`config.mk`:
```
export PLATFORM = sky130hd
export DESIGN_NAME = nmea_gga_gsv_field_parser
export DESIGN_NICKNAME = d
export VERILOG_FILES = /design/src/sv/ngfp_pkg.sv /design/src/sv/ngfp_front.sv /design/src/sv/ngfp_queue.sv /design/src/sv/ngfp_back.sv /design/src/sv/nmea_gga_gsv_field_parser.sv
export SDC_FILE = /design/constraint.sdc
export NUM_CORES = 1
export LEC_CHECK = 0
export BUFFER_PORTS_ARGS = -buffer_cell sky130_fd_sc_hd__buf_2
export CORE_UTILIZATION = 38
export DETAILED_ROUTE_END_ITERATION = 6
export HOLD_SLACK_MARGIN = 0.02
export PLACE_DENSITY = 0.61
export REMOVE_ABC_BUFFERS = 1
export SLEW_MARGIN = 20
export SYNTH_ARGS = -nofsm -noshare
export SYNTH_HDL_FRONTEND = slang
export SYNTH_SLANG_ARGS = --single-unit
```
`constraint.sdc`:
```
create_clock -name clk_i -period 5.3 [get_ports clk_i]
set_input_delay 0 -clock clk_i [delete_from_list [all_inputs] [get_ports clk_i]]
set_output_delay 0 -clock clk_i [all_outputs]
set_load 0.01 [all_outputs]
```
`src/sv/ngfp_pkg.sv`:
```
// shared types, codes and constants of the nmea gga/gsv field parser
`default_nettype none
package ngfp_pkg;

  localparam int unsigned QUEUE_DEPTH = 2;
  localparam int unsigned VALUE_W     = 40;

  localparam logic [7:0] CHR_DOLLAR = 8'h24;
  localparam logic [7:0] CHR_COMMA  = 8'h2C;
  localparam logic [7:0] CHR_STAR   = 8'h2A;
  localparam logic [7:0] CHR_G      = 8'h47;
  localparam logic [7:0] CHR_P      = 8'h50;
  localparam logic [7:0] CHR_A      = 8'h41;
  localparam logic [7:0] CHR_S      = 8'h53;
  localparam logic [7:0] CHR_V      = 8'h56;
  localparam logic [7:0] CHR_ONE    = 8'h31;
  localparam logic [7:0] CHR_DOT    = 8'h2E;
  localparam logic [7:0] CHR_ZERO   = 8'h30;
  localparam logic [7:0] CHR_NINE   = 8'h39;

  localparam logic [3:0] CODE_DOT = 4'd10;

  localparam logic [1:0] END_GGA = 2'h1;
  localparam logic [1:0] END_GSV = 2'h2;

  typedef enum logic [1:0] {
    MODE_IDLE   = 2'd0,
    MODE_HEADER = 2'd1,
    MODE_BODY   = 2'd2
  } mode_e;

  typedef enum logic [1:0] {
    STYPE_NONE = 2'd0,
    STYPE_GGA  = 2'd1,
    STYPE_GSV  = 2'd2
  } stype_e;

  typedef enum logic [2:0] {
    CLS_DOLLAR = 3'd0,
    CLS_COMMA  = 3'd1,
    CLS_STAR   = 3'd2,
    CLS_DIGIT  = 3'd3,
    CLS_DOT    = 3'd4,
    CLS_OTHER  = 3'd5
  } class_e;

  typedef enum logic [2:0] {
    KIND_TIME     = 3'd0,
    KIND_LAT      = 3'd1,
    KIND_LON      = 3'd2,
    KIND_SAT_USED = 3'd3,
    KIND_SAT_VIEW = 3'd4,
    KIND_END      = 3'd5
  } kind_e;

  typedef struct packed {
    logic       command;
    logic [7:0] rx_byte;
  } in_item_t;

  typedef struct packed {
    logic [2:0]         field_kind;
    logic [VALUE_W-1:0] field_value;
    logic               fix_valid;
    logic               signal_ok;
    logic [1:0]         sentence_mask;
    logic               position_hold;
  } out_item_t;

  // classified item as it sits in the queue
  typedef struct packed {
    logic       ack;
    class_e     cls;
    logic [3:0] code;
    logic       is_one;
    logic [7:0] chr;
  } entry_t;

  // queue head as seen by the back end
  typedef struct packed {
    logic   valid;
    entry_t entry;
  } head_t;

endpackage
`default_nettype wire

```
`src/sv/ngfp_front.sv`:
```
// front end: classifies each received item and hands it to the queue
`default_nettype none
module ngfp_front
  import ngfp_pkg::*;
(
  input  wire logic     in_valid_i,
  input  wire in_item_t in_data_i,
  output logic          push_o,
  output entry_t        entry_o
);

  logic [7:0] c;

  assign c      = in_data_i.rx_byte;
  assign push_o = in_valid_i;

  always_comb begin
    entry_o        = '0;
    entry_o.ack    = in_data_i.command;
    entry_o.chr    = c;
    entry_o.is_one = (c == CHR_ONE);
    entry_o.code   = 4'd0;
    if (c == CHR_DOLLAR) begin
      entry_o.cls = CLS_DOLLAR;
    end else if (c == CHR_COMMA) begin
      entry_o.cls = CLS_COMMA;
    end else if (c == CHR_STAR) begin
      entry_o.cls = CLS_STAR;
    end else if (c >= CHR_ZERO && c <= CHR_NINE) begin
      entry_o.cls  = CLS_DIGIT;
      entry_o.code = 4'(c - CHR_ZERO);
    end else if (c == CHR_DOT) begin
      entry_o.cls  = CLS_DOT;
      entry_o.code = CODE_DOT;
    end else begin
      entry_o.cls = CLS_OTHER;
    end
  end

endmodule
`default_nettype wire

```
`src/sv/ngfp_queue.sv`:
```
// short queue between the classifying front end and the parsing back end
`default_nettype none
module ngfp_queue
  import ngfp_pkg::*;
#(
  parameter int unsigned Depth = QUEUE_DEPTH
) (
  input  wire logic   clk_i,
  input  wire logic   rst_ni,
  input  wire logic   push_i,
  input  wire entry_t entry_i,
  output logic        full_o,
  input  wire logic   pop_i,
  output head_t       head_o
);

  localparam int unsigned PtrW = (Depth > 1) ? $clog2(Depth) : 1;
  localparam int unsigned CntW = $clog2(Depth + 1);
  localparam logic [PtrW-1:0] LastPtr = PtrW'(Depth - 1);
  localparam logic [CntW-1:0] FullCnt = CntW'(Depth);

  entry_t          slot_q [Depth];
  logic [PtrW-1:0] wr_ptr_q, wr_ptr_d, rd_ptr_q, rd_ptr_d;
  logic [CntW-1:0] count_q, count_d;
  logic            do_push, do_pop;

  assign full_o       = (count_q == FullCnt);
  assign do_push      = push_i && !full_o;
  assign do_pop       = pop_i && (count_q != '0);
  assign head_o.valid = (count_q != '0);
  assign head_o.entry = slot_q[rd_ptr_q];

  always_comb begin
    wr_ptr_d = wr_ptr_q;
    rd_ptr_d = rd_ptr_q;
    count_d  = count_q;
    if (do_push) begin
      wr_ptr_d = (wr_ptr_q == LastPtr) ? '0 : wr_ptr_q + 1'b1;
    end
    if (do_pop) begin
      rd_ptr_d = (rd_ptr_q == LastPtr) ? '0 : rd_ptr_q + 1'b1;
    end
    if (do_push && !do_pop) begin
      count_d = count_q + 1'b1;
    end else if (do_pop && !do_push) begin
      count_d = count_q - 1'b1;
    end
  end

  always_ff @(posedge clk_i or negedge rst_ni) begin
    if (!rst_ni) begin
      wr_ptr_q <= '0;
      rd_ptr_q <= '0;
      count_q  <= '0;
    end else begin
      wr_ptr_q <= wr_ptr_d;
      rd_ptr_q <= rd_ptr_d;
      count_q  <= count_d;
    end
  end

  always_ff @(posedge clk_i) begin
    if (do_push) begin
      slot_q[wr_ptr_q] <= entry_i;
    end
  end

endmodule
`default_nettype wire

```
`src/sv/ngfp_back.sv`:
```
// back end: sentence state machine, digit stores and the output register
`default_nettype none
module ngfp_back
  import ngfp_pkg::*;
(
  input  wire logic  clk_i,
  input  wire logic  rst_ni,
  input  wire head_t head_i,
  output logic       pop_o,
  output logic       out_valid_o,
  output out_item_t  out_data_o,
  input  wire logic  out_stall_i
);

  mode_e      mode_q, mode_d;
  stype_e     stype_q, stype_d;
  logic [7:0] field_q, field_d;
  logic [7:0] ci_q, ci_d;
  logic [7:0] hdr_q [4];
  logic [7:0] hdr_d [4];
  logic [3:0] time_q [6];
  logic [3:0] time_d [6];
  logic [3:0] lat_q [9];
  logic [3:0] lat_d [9];
  logic [3:0] lon_q [10];
  logic [3:0] lon_d [10];
  logic [3:0] used_q [2];
  logic [3:0] used_d [2];
  logic [3:0] view_q [2];
  logic [3:0] view_d [2];
  logic       fix_q, fix_d;
  logic       hold_q, hold_d;
  logic [1:0] ended_q, ended_d;
  logic       signal_q, signal_d;

  logic       out_valid_q, out_valid_d;
  out_item_t  out_q, out_d;

  entry_t     e;
  logic       ready, take, is_ack, is_chr, plain;
  logic       hdr_last, gga_act, gsv_act, used_done, view_done;
  logic       code_ok, digit_ok;
  stype_e     hdr_kind;
  logic       emit;
  kind_e      emit_kind;
  logic [VALUE_W-1:0] emit_value;

  assign e      = head_i.entry;
  assign ready  = !out_valid_q || !out_stall_i;
  assign take   = head_i.valid && ready;
  assign pop_o  = take;
  assign is_ack = take && e.ack;
  assign is_chr = take && !e.ack;
  assign plain  = is_chr && (e.cls == CLS_DIGIT || e.cls == CLS_DOT || e.cls == CLS_OTHER);

  assign code_ok  = (e.cls == CLS_DIGIT) || (e.cls == CLS_DOT);
  assign digit_ok = (e.cls == CLS_DIGIT);

  // sentence type from the four stored header characters and the fifth, the current one
  always_comb begin
    hdr_kind = STYPE_NONE;
    if (hdr_q[0] == CHR_G && hdr_q[1] == CHR_P && hdr_q[2] == CHR_G) begin
      if (hdr_q[3] == CHR_G && e.chr == CHR_A) begin
        hdr_kind = STYPE_GGA;
      end else if (hdr_q[3] == CHR_S && e.chr == CHR_V) begin
        hdr_kind = STYPE_GSV;
      end
    end
  end

  assign hdr_last  = plain && (mode_q == MODE_HEADER) && (ci_q == 8'd4);
  assign gga_act   = plain && (mode_q == MODE_BODY) && (stype_q == STYPE_GGA) && !hold_q;
  assign gsv_act   = plain && (mode_q == MODE_BODY) && (stype_q == STYPE_GSV) &&
                     (field_q == 8'd3);
  assign used_done = gga_act && (field_q == 8'd7) && (ci_q == 8'd1);
  assign view_done = gsv_act && (ci_q == 8'd1);

  // next parse mode
  always_comb begin
    mode_d = mode_q;
    priority if (is_chr && e.cls == CLS_DOLLAR) begin
      mode_d = MODE_HEADER;
    end else if (is_chr && e.cls == CLS_STAR) begin
      mode_d = MODE_IDLE;
    end else if (hdr_last) begin
      mode_d = (hdr_kind != STYPE_NONE) ? MODE_BODY : MODE_IDLE;
    end else if (used_done || view_done) begin
      mode_d = MODE_IDLE;
    end
  end

  // stores, counters and flags
  always_comb begin
    stype_d    = stype_q;
    field_d    = field_q;
    ci_d       = ci_q;
    hdr_d      = hdr_q;
    time_d     = time_q;
    lat_d      = lat_q;
    lon_d      = lon_q;
    used_d     = used_q;
    view_d     = view_q;
    fix_d      = fix_q;
    hold_d     = hold_q;
    ended_d    = ended_q;
    signal_d   = signal_q;
    emit       = 1'b0;
    emit_kind  = KIND_END;
    emit_value = '0;

    if (is_ack) begin
      hold_d  = 1'b0;
      ended_d = 2'b00;
    end else if (is_chr) begin
      unique case (e.cls)
        CLS_DOLLAR: begin
          stype_d = STYPE_NONE;
          ci_d    = 8'd0;
        end
        CLS_COMMA: begin
          if (field_q != 8'hFF) begin
            field_d = field_q + 8'd1;
          end
          ci_d = 8'd0;
        end
        CLS_STAR: begin
          if (stype_q == STYPE_GGA) begin
            ended_d = ended_q | END_GGA;
            emit    = 1'b1;
          end else if (stype_q == STYPE_GSV) begin
            ended_d = ended_q | END_GSV;
            emit    = 1'b1;
          end
        end
        CLS_DIGIT, CLS_DOT, CLS_OTHER: begin
          if (ci_q != 8'hFF) begin
            ci_d = ci_q + 8'd1;
          end
          if (mode_q == MODE_HEADER) begin
            if (ci_q < 8'd4) begin
              hdr_d[ci_q[1:0]] = e.chr;
            end
            if (hdr_last && hdr_kind != STYPE_NONE) begin
              stype_d = hdr_kind;
              field_d = 8'd0;
              ci_d    = 8'd0;
            end
          end
          if (gga_act) begin
            unique case (field_q)
              8'd1: begin
                if (ci_q < 8'd6 && code_ok) time_d[ci_q[2:0]] = e.code;
                if (ci_q == 8'd5) begin
                  emit      = 1'b1;
                  emit_kind = KIND_TIME;
                  for (int i = 0; i < 6; i++) emit_value[4*(5-i) +: 4] = time_d[i];
                end
              end
              8'd2: begin
                if (ci_q < 8'd9 && code_ok) lat_d[ci_q[3:0]] = e.code;
                if (ci_q == 8'd8) begin
                  emit      = 1'b1;
                  emit_kind = KIND_LAT;
                  for (int i = 0; i < 9; i++) emit_value[4*(8-i) +: 4] = lat_d[i];
                end
              end
              8'd4: begin
                if (ci_q < 8'd10 && code_ok) lon_d[ci_q[3:0]] = e.code;
                if (ci_q == 8'd9) begin
                  emit      = 1'b1;
                  emit_kind = KIND_LON;
                  for (int i = 0; i < 10; i++) emit_value[4*(9-i) +: 4] = lon_d[i];
                end
              end
              8'd6: begin
                if (ci_q == 8'd0) fix_d = e.is_one;
              end
              8'd7: begin
                if (ci_q < 8'd2 && digit_ok) used_d[ci_q[0]] = e.code;
                signal_d = fix_q;
                if (used_done) begin
                  hold_d     = 1'b1;
                  emit       = 1'b1;
                  emit_kind  = KIND_SAT_USED;
                  emit_value = {{(VALUE_W-8){1'b0}}, used_d[0], used_d[1]};
                end
              end
              default: ;
            endcase
          end
          if (gsv_act) begin
            if (ci_q < 8'd2 && digit_ok) view_d[ci_q[0]] = e.code;
            if (view_done) begin
              emit       = 1'b1;
              emit_kind  = KIND_SAT_VIEW;
              emit_value = {{(VALUE_W-8){1'b0}}, view_d[0], view_d[1]};
            end
          end
        end
        default: ;
      endcase
    end
  end

  // output register: refilled whenever it is empty or being transferred
  always_comb begin
    out_valid_d = out_valid_q;
    out_d       = out_q;
    if (ready) begin
      out_valid_d = take && emit;
    end
    if (take && emit) begin
      out_d.field_kind    = emit_kind;
      out_d.field_value   = emit_value;
      out_d.fix_valid     = fix_d;
      out_d.signal_ok     = signal_d;
      out_d.sentence_mask = ended_d;
      out_d.position_hold = hold_d;
    end
  end

  always_ff @(posedge clk_i or negedge rst_ni) begin
    if (!rst_ni) begin
      mode_q      <= MODE_IDLE;
      stype_q     <= STYPE_NONE;
      field_q     <= '0;
      ci_q        <= '0;
      hdr_q       <= '{default: '0};
      time_q      <= '{default: '0};
      lat_q       <= '{default: '0};
      lon_q       <= '{default: '0};
      used_q      <= '{default: '0};
      view_q      <= '{default: '0};
      fix_q       <= 1'b0;
      hold_q      <= 1'b0;
      ended_q     <= '0;
      signal_q    <= 1'b0;
      out_valid_q <= 1'b0;
    end else begin
      mode_q      <= mode_d;
      stype_q     <= stype_d;
      field_q     <= field_d;
      ci_q        <= ci_d;
      hdr_q       <= hdr_d;
      time_q      <= time_d;
      lat_q       <= lat_d;
      lon_q       <= lon_d;
      used_q      <= used_d;
      view_q      <= view_d;
      fix_q       <= fix_d;
      hold_q      <= hold_d;
      ended_q     <= ended_d;
      signal_q    <= signal_d;
      out_valid_q <= out_valid_d;
    end
  end

  always_ff @(posedge clk_i) begin
    out_q <= out_d;
  end

  assign out_valid_o = out_valid_q;
  assign out_data_o  = out_q;

`ifndef SYNTHESIS
  a_body_has_type: assert property (@(posedge clk_i) disable iff (!rst_ni)
    mode_q == MODE_BODY |-> stype_q != STYPE_NONE)
    else $error("body mode without a sentence type");

  a_used_sets_hold: assert property (@(posedge clk_i) disable iff (!rst_ni)
    used_done |=> hold_q && out_valid_q && out_q.field_kind == KIND_SAT_USED)
    else $error("satellites-used result without hold");

  a_kind_range: assert property (@(posedge clk_i) disable iff (!rst_ni)
    out_valid_q |-> out_q.field_kind <= KIND_END)
    else $error("result kind out of range");

  a_no_take_when_blocked: assert property (@(posedge clk_i) disable iff (!rst_ni)
    (out_valid_q && out_stall_i) |-> !pop_o)
    else $error("queue popped while output register is blocked");
`endif

endmodule
`default_nettype wire

```
`src/sv/nmea_gga_gsv_field_parser.sv`:
```
// top level of the nmea gga/gsv field parser
//
//   port group   dir  payload      handshake
//   in_*         in   in_item_t    in_valid_i / in_stall_o
//   out_*        out  out_item_t   out_valid_o / out_stall_i
//
// one item per cycle sustained while the output is not stalled; a result is registered
// first in a queue slot at its transfer edge, then in the output register
// in_stall_o is high only while the queue is full
// a stalled output holds its register and the queue keeps taking items until full
// reset clears all parser state, the queue and the output valid flag, not the output data
`default_nettype none
module nmea_gga_gsv_field_parser
  import ngfp_pkg::*;
#(
  parameter int unsigned QueueDepth = QUEUE_DEPTH
) (
  input  wire logic      clk_i,
  input  wire logic      rst_ni,
  input  wire logic      in_valid_i,
  input  wire in_item_t  in_data_i,
  output logic           in_stall_o,
  output logic           out_valid_o,
  output out_item_t      out_data_o,
  input  wire logic      out_stall_i
);

  logic   push, pop, full;
  entry_t entry;
  head_t  head;

  ngfp_front u_front (
    .in_valid_i (in_valid_i),
    .in_data_i  (in_data_i),
    .push_o     (push),
    .entry_o    (entry)
  );

  ngfp_queue #(
    .Depth (QueueDepth)
  ) u_queue (
    .clk_i   (clk_i),
    .rst_ni  (rst_ni),
    .push_i  (push),
    .entry_i (entry),
    .full_o  (full),
    .pop_i   (pop),
    .head_o  (head)
  );

  ngfp_back u_back (
    .clk_i       (clk_i),
    .rst_ni      (rst_ni),
    .head_i      (head),
    .pop_o       (pop),
    .out_valid_o (out_valid_o),
    .out_data_o  (out_data_o),
    .out_stall_i (out_stall_i)
  );

  assign in_stall_o = full;

endmodule
`default_nettype wire

```
==> results of run 1 <==
[cells by family after synthesis]
family          Yosys count
buf+inv                  75
xor+xnor                 15
flops                   260
mux                      52
compound gates          344
simple gates            402
fa+ha+maj                12
[power groups by stage]
stage          registers [mW]  clock network [mW]  logic, mW
4_1_cts                  2.44                1.88       1.42
5_1_grt                  2.47                1.95       1.56
2_1_floorplan            2.46                   0      0.875
6_report                 2.44                1.84       1.43
3_5_place_dp             2.48                   0       1.41
3_3_place_gp             2.47                   0       1.38
[registers in the layout, indices dropped and copies added, names as in the netlist]
signal and count:
u_back.hold_q 1, u_queue.count_q 2, u_queue.slot_q 34, u_back.ended_q 2, u_back.lat_q 36, u_back.ci_q 8
u_back.signal_q 1, u_back.out_valid_o 1, u_back.stype_q 2, u_back.view_q 8, u_queue.wr_ptr_q 1, u_back.time_q 24
u_back.fix_q 1, u_back.field_q 8, u_queue.rd_ptr_q 1, u_back.lon_q 40, u_back.mode_q 2, u_back.hdr_q 32
u_back.out_data_o 48, u_back.used_q 8
[per-stage QoR]
step	hold slack [ns]	cells
after floorplan	-0.296	1100
after global routing	0.195	1650
final	0.128	1650
after CTS	0.167	1650
after global placement	-0.222	1582
after detailed placement	-0.222	1583
[critical path, cell delays in order (launching register included)]
cell	delay (ns)
dfrtp_1	0.58
buf_4	0.40
mux2i_1	0.44
nand2_2	0.29
a2111oi_4	0.73
nand2_1	0.24
o21ai_4	0.42
buf_4	0.55
[routing by layer]
metal	routed length, um	GRT usage [%]	vias up
li1	-	-	4377
met5	0	0	-
met1	14400	27.4	4424
met3	1610	2.37	63
met4	864	6.51	0
met2	13900	30.2	287
[path summary, 6_finish.rpt]
check / depth (start not counted) / end / slack, ns / start
worst max-delay path: 7 / u_back.out_data_o[11] / 1.24 / u_queue.rd_ptr_q
worst min-delay path: 3 / u_back.hdr_q[0] / 0.13 / rst_ni
worst max register to register: 7 / u_back.out_data_o[11] / 1.24 / u_queue.rd_ptr_q
worst min register to register: 2 / u_back.lat_q[13] / 0.47 / u_back.lat_q[13]
max in group asynchronous: 3 / u_back.field_q[3] / 4.33 / rst_ni
min in group clk_i: 2 / u_queue.slot_q[0][16] / 0.18 / in_data_i[8]
[layout make-up]
type	count	area, sq um
repair buffers	94	609
inverters	15	56.3
multi-input cells	825	5060
flip-flops and latches	260	6920
fillers	2961	17600
well taps	402	503
clock inverters	18	111
clock buffers	36	752
[cell usage in the layout (no fill, tap or decap), types with 8 or more instances in the layout]
cell and instances:
ha_1 12, buf_2 61, xor2_1 11, a21oi_1 40, inv_1 15, nor2_1 51
dlygate4sd3_1 13, and2_1 8, dfrtp_1 178, o21ai_0 195, clkinv_1 11, nand4_1 20
and3_1 12, clkbuf_16 29, edfxtp_1 82, nand2_1 206, nor3_1 17, o211ai_1 27
mux2_2 35, o21a_1 8, nand3_1 33, buf_4 17, a31oi_1 14, mux2i_1 12
==> summary.txt, run 1 <==
Synth
  – Simple-Gate Fraction of Synth Area: 15.8%
  – Synth Instances: approximately 1.2k
  – Unique masters post-synth: 77
  – Dominant synthesized flop cell: dfrtp_1
  – Seq/Total Area, Yosys: 56.4%
  – Synth top area cells: dfrtp_1, edfxtp_1, o21ai_0, nand2_1, mux2_2
  – Post-Synth XOR/XNOR Area: under 10%
  – Combinational family with the most area after synthesis: compound AO/OA/AOI/OAI gates
  – Adder-cell share of the synthesized area: under 10%
  – Most common cell in the netlist: nand2_1
  – Synth Area in Compound Gates: 18.0%
  – Multiplexer share of the synthesized area: about 4.7%
  – Syn Area/Cell: 10.6 sq um
  – Top post-synthesis cells by count: nand2_1, o21ai_0, dfrtp_1
  – Yosys warns: 0
  – Post-synthesis register bit count: 260
  – Asr flop ratio synth: 68.5%
  – Number of synthesized flops with an enable pin: 82
  – Share of the synthesized area in the top cell type: 36.3%
  – Netlist Area Pre-Place: about 12000 sq um
  – Most area-hungry cell type in the Yosys netlist: dfrtp_1

Floorplanning
  – # IOs: 63
  – Die Y: 182 um
  – Die width: 182 um
  – Core ar.: 31600 sq um
  – # rows: 65
  – Die area: between 30000 and 40000 sq um
  – Initial cell density of the core: 38.8%

Pwr
  – Worst VDD drop: 282 uV
  – Sequential share of power: 42.8%
  – Leakage power: 5.61 nW
  – Cell internal pwr: 3.74 mW
  – Net Sw Power: roughly 2 mW
  – Tot Pwr: 5.71 mW
  – PD cells: 408 nW/um^2
  – Clk pwr share: 32.3%
  – Combinational share of power: 25.0%
  – Switch share: 34.6%

Placed design
  – DP HPWL: about 21000 um
  – Port bufs: 62
  – RD Place Congestion: 0.910
  – Worst slack, placed: 1.32 ns
  – Post-DP Area: roughly 13000 sq um

Setup path
  – CP arrival: 4.23 ns
  – Crit path required time: 5.47 ns
  – WS Path Type: flop to flop
  – CP Max Fanout: 40
  – CP Launch Type: flop
  – CP Capture Type: flop

Global route
  – Vias in the first global route: 8980
  – Grt ovf: 0
  – Initial antenna violation count: 0
  – Largest net degree at the start of global routing: roughly 180
  – Total global-route track usage: approximately a fifth
  – First-pass GRT wire length: 50300 um

STA
  – Period utilization: 76.6%
  – Fin Setup TNS: 0 ns
  – Post-route minimum period: about 4.1 ns
  – Hold Fails Final Rpt: 0
  – Max Clk Rate: 246 MHz
  – Final Max Slew Viols: 0
  – Endpoints failing setup: 0
  – Fin Clk Skew: 0.0199 ns
  – Slew margin rel.: 27.7%
  – RSZ-0062 raised after global routing: no
  – Post-route setup slack: 1.24 ns
  – Slew @ Worst Pin: 1.08 ns

Clocking
  – CTS H-tree depth: 1
  – Clock tree buffer depth: 3
  – Root buffer cell: clkbuf_16
  – Reg clk slew, reported paths: 0.06 ns
  – CTS tree: done
  – Post_cts resized: 0
  – Setup bufs post-CTS: 0
  – Hold Buf Count CTS: 13
  – CTS sink count: 260
  – Inserted Clock Buffers: 29
  – Worst skew pair latency: 0.55 ns

Drt
  – DRC viols: 0
  – DRT iter0 DRCs: about 660
  – Initial DRT Pass Iterations: 5
  – Final wirelength: 30800 um
  – Vias: 9151
  – DR WL/cell: 18.7 um
  – Post-DRT Antenna Nets: 0
  – Vias/cell: 5.55

Min path
  – Hold crit path type: input port to async pin

Layout
  – Fin nets: 1250
  – P&R area growth vs syn: 14.2%
  – Finished Cell Area: ~14000 sq um
  – Share of cells above drive strength 1: ~15%
  – Number of diodes: 0
  – Post-layout util: between 40% and 50%

Flow run
  – Max-cap viol count: 0

Run status
  – Status: completed
(Power assumes the default switching activity.)
==> run 2: changes to the inputs <==
--- a/config.mk
+++ b/config.mk
@@ -9,7 +9,7 @@
 export CORE_UTILIZATION = 38
 export DETAILED_ROUTE_END_ITERATION = 6
 export HOLD_SLACK_MARGIN = 0.02
-export PLACE_DENSITY = 0.61
+export PLACE_DENSITY = 0.59
 export REMOVE_ABC_BUFFERS = 1
 export SLEW_MARGIN = 20
 export SYNTH_ARGS = -nofsm -noshare
==> constraint.sdc (replaced) <==
create_clock -name clk_i -period 3.9 [get_ports clk_i]
set_input_delay 0 -clock clk_i [delete_from_list [all_inputs] [get_ports clk_i]]
set_output_delay 0 -clock clk_i [all_outputs]
set_load 0.01 [all_outputs]
==> summary.txt, run 2 (same netlist as run 1, synthesis figures left out) <==
Run status
  – Status: completed

Global route
  – Initial antenna violation count: 0 (unchanged)
  – Largest net degree at the start of global routing: 111 (-38%)
  – Vias in the first global route: 8970 (-0.11%)
  – First-pass GRT wire length: 50600 um (+0.67%)
  – Total global-route track usage: 19.5% (+0.25 points)
  – Grt ovf: 0 (unchanged)

Floorplanning
  – # rows: 65 (unchanged)
  – Core ar.: 31600 sq um (unchanged)
  – # IOs: 63 (unchanged)
  – Die Y: 182 um (unchanged)
  – Die width: 182 um (unchanged)
  – Die area: 33000 sq um (unchanged)
  – Initial cell density of the core: 38.8% (unchanged)

Layout
  – Most common cell after layout, fill and taps aside: nand2_1
  – P&R area growth vs syn: 15.3%
  – Max FFs per register: 48 (unchanged)
  – Most frequent cells in the layout: nand2_1, o21ai_0, dfrtp_1, edfxtp_1, buf_2
  – Number of diodes: 0 (unchanged)
  – Share of cells above drive strength 1: 16.5% (+1.1 points)
  – Fin cells: 1656 (+0.36%)
  – Layout fillers: 2959 (-0.068%)
  – Fin nets: 1257 (+0.56%)

Clocking
  – CTS tree: done
  – Inserted Clock Buffers: 28 (-3.4%)
  – Post_cts resized: 0 (unchanged)
  – Worst skew pair latency: 0.55 ns (about the same)
  – Reg clk slew, reported paths: 0.06 ns (about the same)
  – Hold Buf Count CTS: 12 (-1)
  – Clock tree buffer depth: 3 (unchanged)
  – CTS sink count: 260 (unchanged)
  – CTS H-tree depth: 1 (unchanged)
  – Setup bufs post-CTS: 0 (unchanged)
  – Root buffer cell: clkbuf_16

Min path
  – Hold crit path type: input port to async pin

STA
  – RSZ-0062 raised after global routing: no
  – Period utilization: 85.7% (+9.1 points)
  – Max Clk Rate: 299 MHz (+21%)
  – Final Max Slew Viols: 0 (unchanged)
  – Post-route minimum period: 3.34 ns (-0.718 ns)
  – Post-route setup slack: 0.559 ns (-0.682 ns)
  – Endpoints failing setup: 0 (unchanged)
  – Fin Clk Skew: 0.0207 ns (+0.000819 ns)
  – Slew margin rel.: 38.0% (+10 points)
  – Slew @ Worst Pin: 0.925 ns (-0.156 ns)
  – Hold Fails Final Rpt: 0 (unchanged)

Pwr
  – Switch share: 33.7% (-0.88 points)
  – Net Sw Power: 2.69 mW (+36%)
  – Tot Pwr: 7.97 mW (+40%)
  – Sequential share of power: 41.8% (-1.0 points)
  – Cell internal pwr: 5.28 mW (+41%)
  – PD cells: 564 nW/um^2 (+38%)
  – Leakage power: 5.69 nW (+1.4%)
  – Clk pwr share: 33.9% (+1.6 points)
  – Combinational share of power: 24.3% (-0.7 points)
  – Worst VDD drop: 329 uV (+17%)

Setup path
  – CP arrival: 3.74 ns (-0.49 ns)
  – Crit path required time: 4.30 ns (-1.17 ns)
  – WS Path Type: flop to flop
  – CP Capture Type: flop
  – CP Launch Type: flop
  – CP Max Fanout: 17 (-57%)

Placed design
  – Inst Count DP: 1592 (+0.57%)
  – DP HPWL: 21000 um (+1.2%)
  – Worst slack, placed: 0.587 ns (-0.733 ns)
  – RD Place Congestion: 0.934 (+2.6%)
  – Port bufs: 62 (unchanged)

Drt
  – Initial DRT Pass Iterations: 5 (unchanged)
  – Post-DRT Antenna Nets: 0 (unchanged)
  – Final wirelength: 31200 um (+1.3%)
  – DR WL/cell: 18.8 um (+0.97%)
  – DRC viols: 0 (unchanged)
  – Vias: 9090 (-0.67%)
  – Vias/cell: 5.49 (-1.0%)
  – DRT iter0 DRCs: 665 (+1.4%)

Flow run
  – Max-cap viol count: 0 (unchanged)
==> run 2: cell type report <==
class,count,area (sq um),share of cell area (%)
Clock buffer,40,796,5.63
Clock inverter,12,149,1.05
Inverter,15,56.3,0.398
Multi-Input combinational cell,825,5050,35.7
Sequential cell,260,6920,48.9
Tap cell,402,503,3.56
Timing Repair Buffer,102,672,4.75
==> run 2: critical path, cell delays in order, from the launching register on <==
cell and delay (ns):
dfrtp_1 0.67, buf_4 0.38, mux2i_1 0.43, or4b_1 0.48, nor3b_1 0.33, o2111a_1 0.56
or2_2 0.22, a41oi_1 0.11
==> run 2: power by group through the flow <==
stage	Clock (mW)	Combinational [mW]	Sequential, mW
2_1_floorplan	0	1.19	3.34
3_3_place_gp	0	1.91	3.38
3_5_place_dp	0	1.91	3.38
4_1_cts	2.77	1.93	3.33
5_1_grt	2.88	2.12	3.37
6_report	2.70	1.94	3.33
==> run 2: final timing paths <==
| check | cells after the start | start | end | slack [ns] |
|---|---|---|---|---|
| setup / recovery | 7 | u_queue.rd_ptr_q | u_back.field_q[0] | 0.56 |
| hold reg to reg | 2 | u_back.lon_q[24] | u_back.lon_q[24] | 0.47 |
| setup reg to reg | 7 | u_queue.rd_ptr_q | u_back.field_q[0] | 0.56 |
| hold / removal | 2 | rst_ni | u_back.hdr_q[31] | 0.02 |
| max in group asynchronous | 3 | rst_ni | u_back.time_q[17] | 2.79 |
| min in group clk_i | 2 | in_data_i[8] | u_queue.slot_q[0][16] | 0.18 |
==> run 2: per-layer routing <==
metal,GRT usage (%),part of all wire [%],vias up
li1,-,-,4381
met1,28.0,48,4399
met2,30.0,44,255
met3,3.15,5.3,55
met4,6.31,2.8,0
met5,0,0,-
==> run 2: metrics by stage <==
stage	setup TNS (ns)	hold WS, ns	instance area [sq um]	utilization, %
after global routing	0	0.0728	14100	44.7
after CTS	0	0.0376	14100	44.7
after floorplan	-137.60	-0.296	12000	-
after global placement	0	0.0527	13100	41.3
after detailed placement	0	0.0582	13100	41.3
final	0	0.0223	14100	44.7
